===== config.mk =====
export PLATFORM = sky130hd
export DESIGN_NAME = mapped_region_table_top
export DESIGN_NICKNAME = d
export VERILOG_FILES = /design/src/hdl/mrt_pkg.sv /design/src/hdl/mrt_ram.sv /design/src/hdl/mapped_region_table_top.sv
export VERILOG_INCLUDE_DIRS = /design/src /design/src/hdl
export SDC_FILE = /design/constraint.sdc
export NUM_CORES = 2
export LEC_CHECK = 0
export BUFFER_PORTS_ARGS = -buffer_cell sky130_fd_sc_hd__buf_2
export CAP_MARGIN = 15
export CORE_MARGIN = 3
export CORE_UTILIZATION = 60
export CTS_CLUSTER_SIZE = 14
export DETAILED_ROUTE_END_ITERATION = 8
export PLACE_DENSITY = 0.81
export SYNTH_ARGS = -nofsm -noshare
export SYNTH_HDL_FRONTEND = slang
export SYNTH_HIERARCHICAL = 1
export SYNTH_SLANG_ARGS = --single-unit

===== constraint.sdc =====
create_clock -name clk -period 32.1 [get_ports clk]
set_clock_uncertainty 0.1 [all_clocks]
set_input_delay 3.21 -clock clk [delete_from_list [all_inputs] [get_ports clk]]
set_output_delay 3.21 -clock clk [all_outputs]
set_load 0.005 [all_outputs]

===== src/hdl/mapped_region_table_top_macros.svh =====
// Assertion macros for the mapped region table.
// Relies on clk and rst being visible in the module that asserts.
`ifndef MAPPED_REGION_TABLE_TOP_MACROS_SVH
`define MAPPED_REGION_TABLE_TOP_MACROS_SVH

// clocked check, muted while reset is high
`define MRT_ASSERT(lbl, prop, msg) \
  lbl: assert property (@(posedge clk) disable iff (rst) prop) else $error(msg);

// same-cycle implication
`define MRT_ASSERT_IMPL(lbl, ante, cons, msg) \
  `MRT_ASSERT(lbl, (ante) |-> (cons), msg)

// next-cycle implication
`define MRT_ASSERT_NEXT(lbl, ante, cons, msg) \
  `MRT_ASSERT(lbl, (ante) |=> (cons), msg)

`endif


===== src/hdl/mrt_pkg.sv =====
// Shared types and constants for the mapped region table.
// No dependencies.
package mrt_pkg;

  localparam int ADDR_BITS      = 38;
  localparam int OFS_BITS       = 32;
  localparam int ENTRIES_DEF    = 16;
  localparam int PAGE_BITS_DEF  = 12;

  localparam logic [ADDR_BITS-1:0] REGION_TOP_RST = 38'h3F_FFFF_E000;

  // request kinds
  localparam logic [1:0] KIND_MAP    = 2'd0;
  localparam logic [1:0] KIND_LOOKUP = 2'd1;
  localparam logic [1:0] KIND_UNMAP  = 2'd2;

  // result status codes
  localparam logic [2:0] ST_OK      = 3'd0;
  localparam logic [2:0] ST_BAD_ARG = 3'd1;
  localparam logic [2:0] ST_FULL    = 3'd2;
  localparam logic [2:0] ST_NO_REG  = 3'd3;
  localparam logic [2:0] ST_HOLE    = 3'd4;

  typedef struct packed {
    logic [1:0]           kind;
    logic [ADDR_BITS-1:0] address;
    logic [ADDR_BITS-1:0] length;
    logic [2:0]           protection;
    logic [1:0]           map_flags;
    logic [3:0]           file_handle;
    logic                 file_readable;
    logic                 file_writable;
    logic [OFS_BITS-1:0]  start_offset;
  } req_t;

  typedef struct packed {
    logic [2:0]           status;
    logic [ADDR_BITS-1:0] region_start;
    logic [OFS_BITS-1:0]  page_file_offset;
    logic [3:0]           region_file;
    logic [2:0]           page_permission;
    logic [ADDR_BITS-1:0] drop_start;
    logic [ADDR_BITS-1:0] drop_length;
    logic                 file_released;
  } rsp_t;

  // one table entry as held in the RAM
  typedef struct packed {
    logic [ADDR_BITS-1:0] start;
    logic [ADDR_BITS-1:0] size;
    logic [2:0]           protection;
    logic [1:0]           flags;
    logic [3:0]           file;
    logic [OFS_BITS-1:0]  offset;
  } entry_t;

endpackage


===== src/hdl/mrt_ram.sv =====
// Generic single-port-write, single-port-read RAM with registered read.
// No dependencies.
module mrt_ram #(
  parameter int WIDTH = 8,
  parameter int DEPTH = 16,
  localparam int AW = (DEPTH > 1) ? $clog2(DEPTH) : 1
) (
  input  logic             clk,
  input  logic             we,
  input  logic [AW-1:0]    waddr,
  input  logic [WIDTH-1:0] wdata,
  input  logic             re,
  input  logic [AW-1:0]    raddr,
  output logic [WIDTH-1:0] rdata
);

  logic [WIDTH-1:0] mem [DEPTH];

  always_ff @(posedge clk) begin
    if (we) begin
      mem[waddr] <= wdata;
    end
    if (re) begin
      rdata <= mem[raddr];
    end
  end

endmodule


===== src/hdl/mapped_region_table_top.sv =====
// Mapped region table (map, lookup, unmap); needs mrt_pkg, mrt_ram and the macros header.
// From start to done: the registered RAM read, one compare per entry through the single read
// port, then a calc state and a result state.
// One transaction at a time; busy falls as done rises, so a new request is taken only once
// the last one is through. done strobes the result for one cycle; the receiver cannot stall.
// Sync reset clears every valid bit and restores region_top; RAM contents are kept.
`include "mapped_region_table_top_macros.svh"

module mapped_region_table_top import mrt_pkg::*; #(
  parameter int ENTRIES   = ENTRIES_DEF,
  parameter int PAGE_BITS = PAGE_BITS_DEF
) (
  input  logic                 clk,
  input  logic                 rst,
  // transaction request
  input  logic                 start,
  input  req_t                 req,
  output logic                 busy,
  // result, valid for the single cycle done is high
  output logic                 done,
  output rsp_t                 rsp,
  // region_top register
  input  logic                 cfg_we,
  input  logic [ADDR_BITS-1:0] cfg_wdata
);

  localparam int IDX_W = (ENTRIES > 1) ? $clog2(ENTRIES) : 1;
  localparam int EW    = $bits(entry_t);

  // page masks at address width, address width plus carry, and offset width
  localparam logic [ADDR_BITS-1:0] PMASK   = ADDR_BITS'((64'd1 << PAGE_BITS) - 64'd1);
  localparam logic [ADDR_BITS:0]   PMASK_X = {1'b0, PMASK};
  localparam logic [OFS_BITS-1:0]  PMASK_O = OFS_BITS'((64'd1 << PAGE_BITS) - 64'd1);
  localparam logic [IDX_W:0]       N_ENT   = (IDX_W+1)'(ENTRIES);
  localparam logic [IDX_W-1:0]     LAST    = IDX_W'(ENTRIES - 1);

  // Flow: IDLE -> SCAN (read every entry, one per cycle, pipelined over the
  // registered RAM read) -> CALC (wide compares and sums on the hit entry,
  // and the map fit check) -> DONE (result, write-back and valid-bit update).
  typedef enum logic [1:0] {S_IDLE, S_SCAN, S_CALC, S_DONE} state_t;

  state_t               state;
  logic [ADDR_BITS-1:0] region_top;
  logic [ENTRIES-1:0]   entry_valid;

  // latched transaction
  req_t                 req_r;
  logic                 bad_r;       // argument check failed
  logic [ADDR_BITS:0]   msize_r;     // map length rounded up to pages

  // scan
  logic [IDX_W:0]       rd_cnt;
  logic                 chk_vld;
  logic [IDX_W-1:0]     chk_idx;
  logic                 found;
  logic [IDX_W-1:0]     hit_idx;
  entry_t               hit_e;
  logic [ADDR_BITS:0]   hit_end;
  logic                 slot_found;
  logic [IDX_W-1:0]     slot_idx;
  logic [ADDR_BITS-1:0] top_r;

  // calc results
  logic [ADDR_BITS:0]   end_r;
  logic                 hole_r;
  logic                 front_r;
  logic                 a_gt_s_r;
  logic [OFS_BITS-1:0]  cut_r;
  logic [ADDR_BITS-1:0] new_size_r;
  logic [ADDR_BITS-1:0] diff_r;
  logic [ADDR_BITS-1:0] aligned_r;
  logic                 fit_r;

  // RAM ports
  logic                 ram_we;
  logic [IDX_W-1:0]     ram_waddr;
  entry_t               ram_wdata;
  logic                 ram_re;
  entry_t               ram_rdata;

  mrt_ram #(
    .WIDTH (EW),
    .DEPTH (ENTRIES)
  ) u_ram (
    .clk   (clk),
    .we    (ram_we),
    .waddr (ram_waddr),
    .wdata (ram_wdata),
    .re    (ram_re),
    .raddr (rd_cnt[IDX_W-1:0]),
    .rdata (ram_rdata)
  );

  assign busy   = (state != S_IDLE);
  assign ram_re = (state == S_SCAN) && (rd_cnt < N_ENT);

  // ---------------------------------------------------------------------------
  // Accept-time argument checks (map and unmap reject without writing the table)
  // ---------------------------------------------------------------------------
  logic [ADDR_BITS:0] in_msize;
  logic               in_bad;

  always_comb begin
    in_msize = ({1'b0, req.length} + PMASK_X) & ~PMASK_X;
    unique case (req.kind)
      KIND_MAP: begin
        in_bad = (req.length == '0) ||
                 (!req.file_readable && req.protection[0]) ||
                 (!req.file_writable && req.protection[1] && !req.map_flags[1]) ||
                 in_msize[ADDR_BITS];
      end
      KIND_LOOKUP: in_bad = 1'b0;
      KIND_UNMAP:  in_bad = (req.length == '0);
      default:     in_bad = 1'b1;
    endcase
  end

  // ---------------------------------------------------------------------------
  // Scan compare on the entry just read
  // ---------------------------------------------------------------------------
  logic               cur_valid;
  logic [ADDR_BITS:0] cur_end;
  logic               cur_hit;

  always_comb begin
    cur_valid = entry_valid[chk_idx];
    cur_end   = {1'b0, ram_rdata.start} + {1'b0, ram_rdata.size};
    cur_hit   = cur_valid && (req_r.address >= ram_rdata.start) &&
                ({1'b0, req_r.address} < cur_end);
  end

  // ---------------------------------------------------------------------------
  // Calc stage: unmap geometry, lookup distance, map fit
  // ---------------------------------------------------------------------------
  logic [ADDR_BITS:0] end_w;

  always_comb begin
    end_w = {1'b0, req_r.address} + {1'b0, req_r.length};
  end

  // ---------------------------------------------------------------------------
  // Done stage: result selection and write-back
  // ---------------------------------------------------------------------------
  logic [PAGE_BITS-1:0] adv;
  logic [ADDR_BITS-1:0] adv_x;
  logic                 map_ok;
  logic                 unmap_ok;
  logic                 freed;
  rsp_t                 rsp_next;
  entry_t               upd_e;

  always_comb begin
    adv   = a_gt_s_r ? (~req_r.address[PAGE_BITS-1:0] + PAGE_BITS'(1)) : '0;
    adv_x = ADDR_BITS'(adv);
    map_ok   = 1'b0;
    unmap_ok = 1'b0;
    freed    = (new_size_r == '0);
    rsp_next = '0;

    // unmap update of the hit entry
    upd_e        = hit_e;
    upd_e.size   = new_size_r;
    if (front_r) begin
      upd_e.start  = end_r[ADDR_BITS-1:0];
      upd_e.offset = hit_e.offset + cut_r;
    end

    priority if (bad_r) begin
      rsp_next.status = ST_BAD_ARG;
    end else if (req_r.kind == KIND_MAP) begin
      priority if (!slot_found) begin
        rsp_next.status = ST_FULL;
      end else if (!fit_r) begin
        rsp_next.status = ST_BAD_ARG;
      end else begin
        map_ok                = 1'b1;
        rsp_next.status       = ST_OK;
        rsp_next.region_start = top_r - msize_r[ADDR_BITS-1:0];
      end
    end else if (!found) begin
      rsp_next.status = ST_NO_REG;
    end else if (req_r.kind == KIND_LOOKUP) begin
      rsp_next.status           = ST_OK;
      rsp_next.page_file_offset = hit_e.offset + (diff_r[OFS_BITS-1:0] & ~PMASK_O);
      rsp_next.region_file      = hit_e.file;
      rsp_next.page_permission  = hit_e.protection;
    end else if (hole_r) begin
      rsp_next.status = ST_HOLE;
    end else begin
      unmap_ok               = 1'b1;
      rsp_next.status        = ST_OK;
      rsp_next.region_file   = hit_e.file;
      rsp_next.drop_start    = aligned_r;
      rsp_next.drop_length   = (req_r.length > adv_x) ? (req_r.length - adv_x) : '0;
      rsp_next.file_released = freed;
    end

    ram_we    = (state == S_DONE) && (map_ok || unmap_ok);
    ram_waddr = map_ok ? slot_idx : hit_idx;
    if (map_ok) begin
      ram_wdata.start      = rsp_next.region_start;
      ram_wdata.size       = msize_r[ADDR_BITS-1:0];
      ram_wdata.protection = req_r.protection;
      ram_wdata.flags      = req_r.map_flags;
      ram_wdata.file       = req_r.file_handle;
      ram_wdata.offset     = req_r.start_offset;
    end else begin
      ram_wdata = upd_e;
    end
  end

  // ---------------------------------------------------------------------------
  // Sequencer
  // ---------------------------------------------------------------------------
  always_ff @(posedge clk) begin
    if (rst) begin
      state       <= S_IDLE;
      region_top  <= REGION_TOP_RST;
      entry_valid <= '0;
      done        <= 1'b0;
      chk_vld     <= 1'b0;
    end else begin
      done <= 1'b0;
      if (cfg_we) begin
        region_top <= cfg_wdata;
      end
      unique case (state)
        S_IDLE: begin
          if (start) begin
            state      <= S_SCAN;
            req_r      <= req;
            bad_r      <= in_bad;
            msize_r    <= in_msize;
            rd_cnt     <= '0;
            chk_vld    <= 1'b0;
            found      <= 1'b0;
            slot_found <= 1'b0;
            top_r      <= region_top;
          end
        end
        S_SCAN: begin
          if (rd_cnt < N_ENT) begin
            rd_cnt  <= rd_cnt + (IDX_W+1)'(1);
            chk_vld <= 1'b1;
            chk_idx <= rd_cnt[IDX_W-1:0];
          end else begin
            chk_vld <= 1'b0;
          end
          if (chk_vld) begin
            // first free slot and lowest placement top, for map
            if (!cur_valid) begin
              if (!slot_found) begin
                slot_found <= 1'b1;
                slot_idx   <= chk_idx;
              end
            end else if (ram_rdata.start < top_r) begin
              top_r <= ram_rdata.start & ~PMASK;
            end
            // first region holding the address, for lookup and unmap
            if (cur_hit && !found) begin
              found   <= 1'b1;
              hit_idx <= chk_idx;
              hit_e   <= ram_rdata;
              hit_end <= cur_end;
            end
            if (chk_idx == LAST) begin
              state <= S_CALC;
            end
          end
        end
        S_CALC: begin
          state      <= S_DONE;
          end_r      <= end_w;
          a_gt_s_r   <= (req_r.address > hit_e.start);
          hole_r     <= (req_r.address > hit_e.start) && (end_w < hit_end);
          front_r    <= (req_r.address <= hit_e.start) && (end_w > {1'b0, hit_e.start});
          cut_r      <= end_w[OFS_BITS-1:0] - hit_e.start[OFS_BITS-1:0];
          new_size_r <= (hit_e.size > req_r.length) ? (hit_e.size - req_r.length) : '0;
          diff_r     <= req_r.address - hit_e.start;
          aligned_r  <= (req_r.address > hit_e.start) ?
                        ((req_r.address + PMASK) & ~PMASK) : req_r.address;
          fit_r      <= (msize_r <= {1'b0, top_r});
        end
        S_DONE: begin
          state <= S_IDLE;
          done  <= 1'b1;
          rsp   <= rsp_next;
          if (map_ok) begin
            entry_valid[slot_idx] <= 1'b1;
          end else if (unmap_ok && freed) begin
            entry_valid[hit_idx] <= 1'b0;
          end
        end
        default: state <= S_IDLE;
      endcase
    end
  end

  // ---------------------------------------------------------------------------
  // Checks
  // ---------------------------------------------------------------------------
  `MRT_ASSERT_NEXT(a_accept_busy, start && !busy, busy, "accepted transaction not busy")
  `MRT_ASSERT_IMPL(a_done_idle, done, !busy && $past(state == S_DONE), "done outside result slot")
  `MRT_ASSERT_IMPL(a_status_code, done, rsp.status <= ST_HOLE, "status code out of range")
  `MRT_ASSERT_IMPL(a_release_ok, done && rsp.file_released, rsp.status == ST_OK, "release on failed unmap")

endmodule

After elaboration in Yosys (flattened, before gate mapping) --
Memories as Yosys holds them, arrays and structs flattened. A register that Yosys moved wholly into a read port is not among the register bits. Index checks and enable logic that the tools add are counted.
Word-level totals: memories kept 1, input port bits 163, output and inout bits 159, word-level logic and storage cells 214, register bits 757, bits in writable memories 1872
Memories:
- u_ram.mem | depth 16, width 117, rd ports 1, clocked after Yosys merged registers in 1, write ports 1, line mrt_ram.sv:17 | logic [WIDTH-1:0] mem [DEPTH];
Operators by class: muxes and demuxes 67, bitwise logic cells 10, magnitude comparators 16, $add $sub $neg 13, reductions and logical operators 46, eq/ne operators 15
Operator list (count):
- $mux 38 | 10
- $mux 116 | 2
- $mux 154 | 1
- $mux 77 | 2
- $mux 117 | 1
- $add 38x38->39 | 2
- $gt 38x38->1 | 2
- $logic_not 38->1 | 2
- $pmux 38 s2 | 1
- $sub 38x38->38 | 2
- $add 32x32->32 | 2
- $mux 32 | 2
- $sub 32x32->32 | 2
- $add 38x12->39 const B | 1
- $gt 39x38->1 | 1
- $le 39x38->1 | 1
- $lt 38x39->1 | 1
- $lt 39x39->1 | 1
- $add 38x12->38 const B | 1
- $ge 38x38->1 | 1
- $gt 38x12->1 | 1
- $le 38x38->1 | 1
- $lt 38x38->1 | 1
- $sub 38x12->38 | 1
- other kinds (42) | 125

Depth between registers and ports, before layout --
word-level depth 11, mapped depth 25, depth with buffers taken out 25

Cells and area by module --
The synthesis kept the hierarchy.
By module, submodules not included:
- mrt_ram | seq. area each 59727.3 µm², times used 1, area each 73374.1 µm², cells each 2990
- mapped_region_table_top | seq. area each 21790.9 µm², times used 1, area each 45316.0 µm², cells each 4221

Worst setup path before layout --
OpenSTA, ideal clock, no wires.
kind in2reg, from in rst, to reg bad_r, enable pin, setup time 0.864 ns, cell stages on the path 3, buffers on the path 2, arrival 14.275 ns, data required time 31.136 ns, setup slack 16.861 ns, cell sequence clkbuf_1 > clkbuf_1 > nor3b_1
On the way: word-level cells in the longest chain between the ends 2
Ends and longest elaborated chain:
- from (decl) | line mapped_region_table_top.sv:14 | input logic rst,
- $not 1->1 (no line)
- $reduce_and 3->1 (no line)
- to (signal assigned) | line mapped_region_table_top.sv:232 | bad_r <= in_bad;
- to (decl) | line mapped_region_table_top.sv:48 | logic bad_r;
Every way passes these cells. A chain may end at the register's enable or synchronous reset.

Worst setup path in the final report --
from reg u_ram.rdata[79] (read register of u_ram.mem), to reg hit_e[17] (netlist name), enable pin
On the way: word-level cells in the longest chain between the ends 5, elaborated cells on any way between the ends 7, those cells by class add/sub (1); order compare (2); reduce/logical (4)
Ends and longest elaborated chain:
- from (decl) | line mrt_ram.sv:14 | output logic [WIDTH-1:0] rdata
- $add 38x38->39 or $ge 38x38->1 (tied branches) | line mapped_region_table_top.sv:127, mapped_region_table_top.sv:128
- $lt 38x39->1 or $logic_and 1x1->1 (tied branches) | line mapped_region_table_top.sv:129, mapped_region_table_top.sv:128
- $logic_and 1x1->1 (*) | line mapped_region_table_top.sv:128 | cur_hit = cur_valid && (req_r.address >= ram_rdata.start) &&
- $logic_and 1x1->1 (*) | line mapped_region_table_top.sv:260 | if (cur_hit && !found) begin
- $reduce_and 4->1 (no line) (*)
- to (signal assigned) | line mapped_region_table_top.sv:263 | hit_e <= ram_rdata;
- to (decl) | line mapped_region_table_top.sv:57 | entry_t hit_e;
Every way passes the cells marked *; elsewhere a longest branch is shown, timed or not.

==> results by group <==
Drt
  – Post-DR vias/cell: 6.86
  – DRT Pass-1 Iters: 7
  – Drt wl/cell: between 30 and 40 µm
  – DR vias: 71700
  – Final ANT Viol Nets: 0
  – Initial DRC Count: 10900
  – DRC Markers: 0
  – WL final: between 300 and 400 mm

Timing
  – RSZ-0062 raised after global routing: no
  – Endpoints failing setup: 0
  – Fmax: 127 MHz
  – Hold Fails Final Rpt: 0
  – Tightest hold margin: around 0.32 ns
  – Tmin final: about 7.9 ns
  – Worst slew pin tran: between 1 and 1.5 ns
  – Max-slew violation count: 0
  – Period utilisation layout: 0.246
  – Relative slew slack: 0.0980
  – Setup TNS: 0 ns

Clock network
  – Clock-pin slew on the worst setup and hold paths: 0.06 ns
  – CTS buffer count: 288
  – H-tree depth: 5
  – # resized after CTS: 0
  – Setup Fix Bufs, Post-CTS: 0
  – CTS tree: built
  – Clock buffer depth: 4
  – Worst-Skew Late Latency: 0.95 ns
  – # hold bufs at CTS: 0
  – Clk root buf: clkbuf_16
  – CTS sink cnt: 2696

Finish
  – Final net count: 8326
  – Synth-to-Final Area Change: 12.3%
  – Layout cells sized above 1: 0.184
  – Final Util: 0.681

Global route
  – GRT Overall Usage: 0.351
  – Initial antenna violation count: 29
  – First-pass GRT wire length: 499 mm
  – Largest net degree at the start of global routing: 164
  – GR Overflow Total: 0
  – Vias in the first global route: roughly 70000

Critical path
  – Critical path's slowest cell: buf_12
  – Top delay family on crit path: compound AO/OA/AOI/OAI gates
  – Setup CP Type: flop to flop
  – CP max stage delay: 0.71 ns
  – CP arrival: ~8.3 ns
  – Largest fanout on the critical path: approximately 140
  – Critical Path End Type: flop
  – R2r startpoint: u_ram/rdata[79]
  – CP Launch Type: flop
  – Critical path launch point: u_ram/rdata[79]
  – CP bufs+invs: 1
  – CP required: 32.50 ns
  – CP cell instances: ha_1, fa_1, a211oi_1, o21ai_0, a2111oi_0, nor3_1, nor3b_2, o21ai_0, a211o_1, a21oi_1, a21o_1, a21o_1, xnor2_1, ha_1, a21oi_1, o22ai_1, or4_1, a211oi_1, o21ai_0, a31oi_1, o41ai_2, nor2_4, buf_12
  – Cell mode on critical path: o21ai_0

Pwr
  – Internal power: between 0.007 and 0.008 W
  – Pwr Total: 0.0102 W
  – Clk pwr share: 0.318
  – Logic gate share of total power: 0.254
  – Lkg Pwr: 46.5 nW
  – Flop pwr share: 0.428
  – Power density cells: 77.5 mW/mm²
  – Peak supply drop: 62.5 µV
  – Net Sw Frac: 0.303
  – P_sw: 0.00310 W

Floorplan
  – Rows: 161
  – Total die area: 0.201 mm²
  – Initial Utilization: 0.607
  – Core Region: 0.193 mm²
  – Die height: 448 µm
  – I/O pin count: about 320
  – Width of the die: 448 µm

Placement
  – PortBufs: 320
  – Hpwl dp: around 210 mm
  – GP Congestion: between 0.9 and 1

Hold path
  – Hold wc startpoint: u_ram/rdata[5]
  – Type of the most critical hold path: flop to flop

Synthesis
  – Syn Nets: 7783
  – Synth Cell Area: roughly 0.12 mm²
  – Syn Inst Count: 7153
  – Synth warn: 6
  – Avg Inst Size Synth: between 15 and 20 µm²

Run
  – Max Cap Viol: 0

Outcome
  – Status: finished, final reports clean
[flip-flops by register name, indices dropped and copies added (netlist names), 5 cells and up]
name and cells:
aligned_r 38, hit_end 39, diff_r 20, region_top 38
u_ram/mem 1840, top_r 38, rd_cnt 5, entry_valid 16
cut_r 32, new_size_r 38, hit_e 115, u_ram/rdata 115
end_r 38, req_r 117, msize_r 27, rsp 157
[area by class of cell]
| cell class | count | area, µm² |
|---|---|---|
| clock buffers | 357 | 7730 |
| clock inverters | 129 | 1270 |
| multi-input cells | 3865 | 34700 |
| flip-flops and latches | 2696 | 80400 |
| diodes | 26 | 65.1 |
| well taps | 2526 | 3160 |
| fillers | 12000 | 61600 |
| repair buffers | 502 | 3140 |
| inverters | 343 | 1290 |
[per-layer routing]
metal | global-route usage | up-vias | share of wire
met3 | 0.0900 | 1214 | 0.13
met1 | 0.455 | 35500 | 0.34
met2 | 0.538 | 5757 | 0.46
met5 | 0 | - | 0.00015
li1 | - | 29200 | -
met4 | 0.214 | 10 | 0.072
[power groups by stage]
| stage | Clock, W | Sequential [W] | Combinational, W |
|---|---|---|---|
| floorplan | 0 | 0.00437 | 0.00176 |
| global placement | 0 | 0.00443 | 0.00243 |
| detailed placement | 0 | 0.00443 | 0.00250 |
| CTS | 0.00327 | 0.00436 | 0.00254 |
| global route | 0.00339 | 0.00437 | 0.00278 |
| finish | 0.00324 | 0.00437 | 0.00260 |
[worst register-to-register path, cell delays in order, from the launching register on]
cell and delay [ns]:
edfxtp_1 0.61, ha_1 0.30, fa_1 0.26, a211oi_1 0.11, o21ai_0 0.32, a2111oi_0 0.17
nor3_1 0.63, nor3b_2 0.43, o21ai_0 0.19, a211o_1 0.34, a21oi_1 0.22, a21o_1 0.15
a21o_1 0.15, xnor2_1 0.13, ha_1 0.26, a21oi_1 0.16, o22ai_1 0.09, or4_1 0.47
a211oi_1 0.24, o21ai_0 0.11, a31oi_1 0.27, o41ai_2 0.24, nor2_4 0.60, buf_12 0.72
[cell usage in the layout, fill, tap and decap left out, drive strengths merged, types with 59 or more instances in the layout]
cell type / instances
nand2: 381
a21oi: 280
nand4: 76
clkinv: 91
inv: 349
edfxtp: 2638
xor2: 98
mux4: 465
o21bai: 59
nor3: 91
mux2i: 69
a22oi: 233
buf: 499
nor2: 293
o21ai: 220
nand3: 81
ha: 459
and2: 102
xnor2: 194
a21o: 153
clkbuf: 360
nor2b: 110
[per-stage QoR]
stage | area [µm²] | worst slack, ns | cells
floorplan | 117000 | 17.01 | 7153
global placement | 123000 | 24.41 | 9919
detailed placement | 123000 | 24.37 | 9922
CTS | 132000 | 24.30 | 10400
global route | 132000 | 23.85 | 10400
finish | 132000 | 24.20 | 10400
[worst paths after layout]
kind,endpoint,slack [ns],cells after the start
min reg2reg,hit_e[5],0.32,0
max reg2reg,hit_e[17],24.20,23
max,hit_e[17],24.20,23
min,hit_e[5],0.32,0
(Power assumes the default switching activity.)
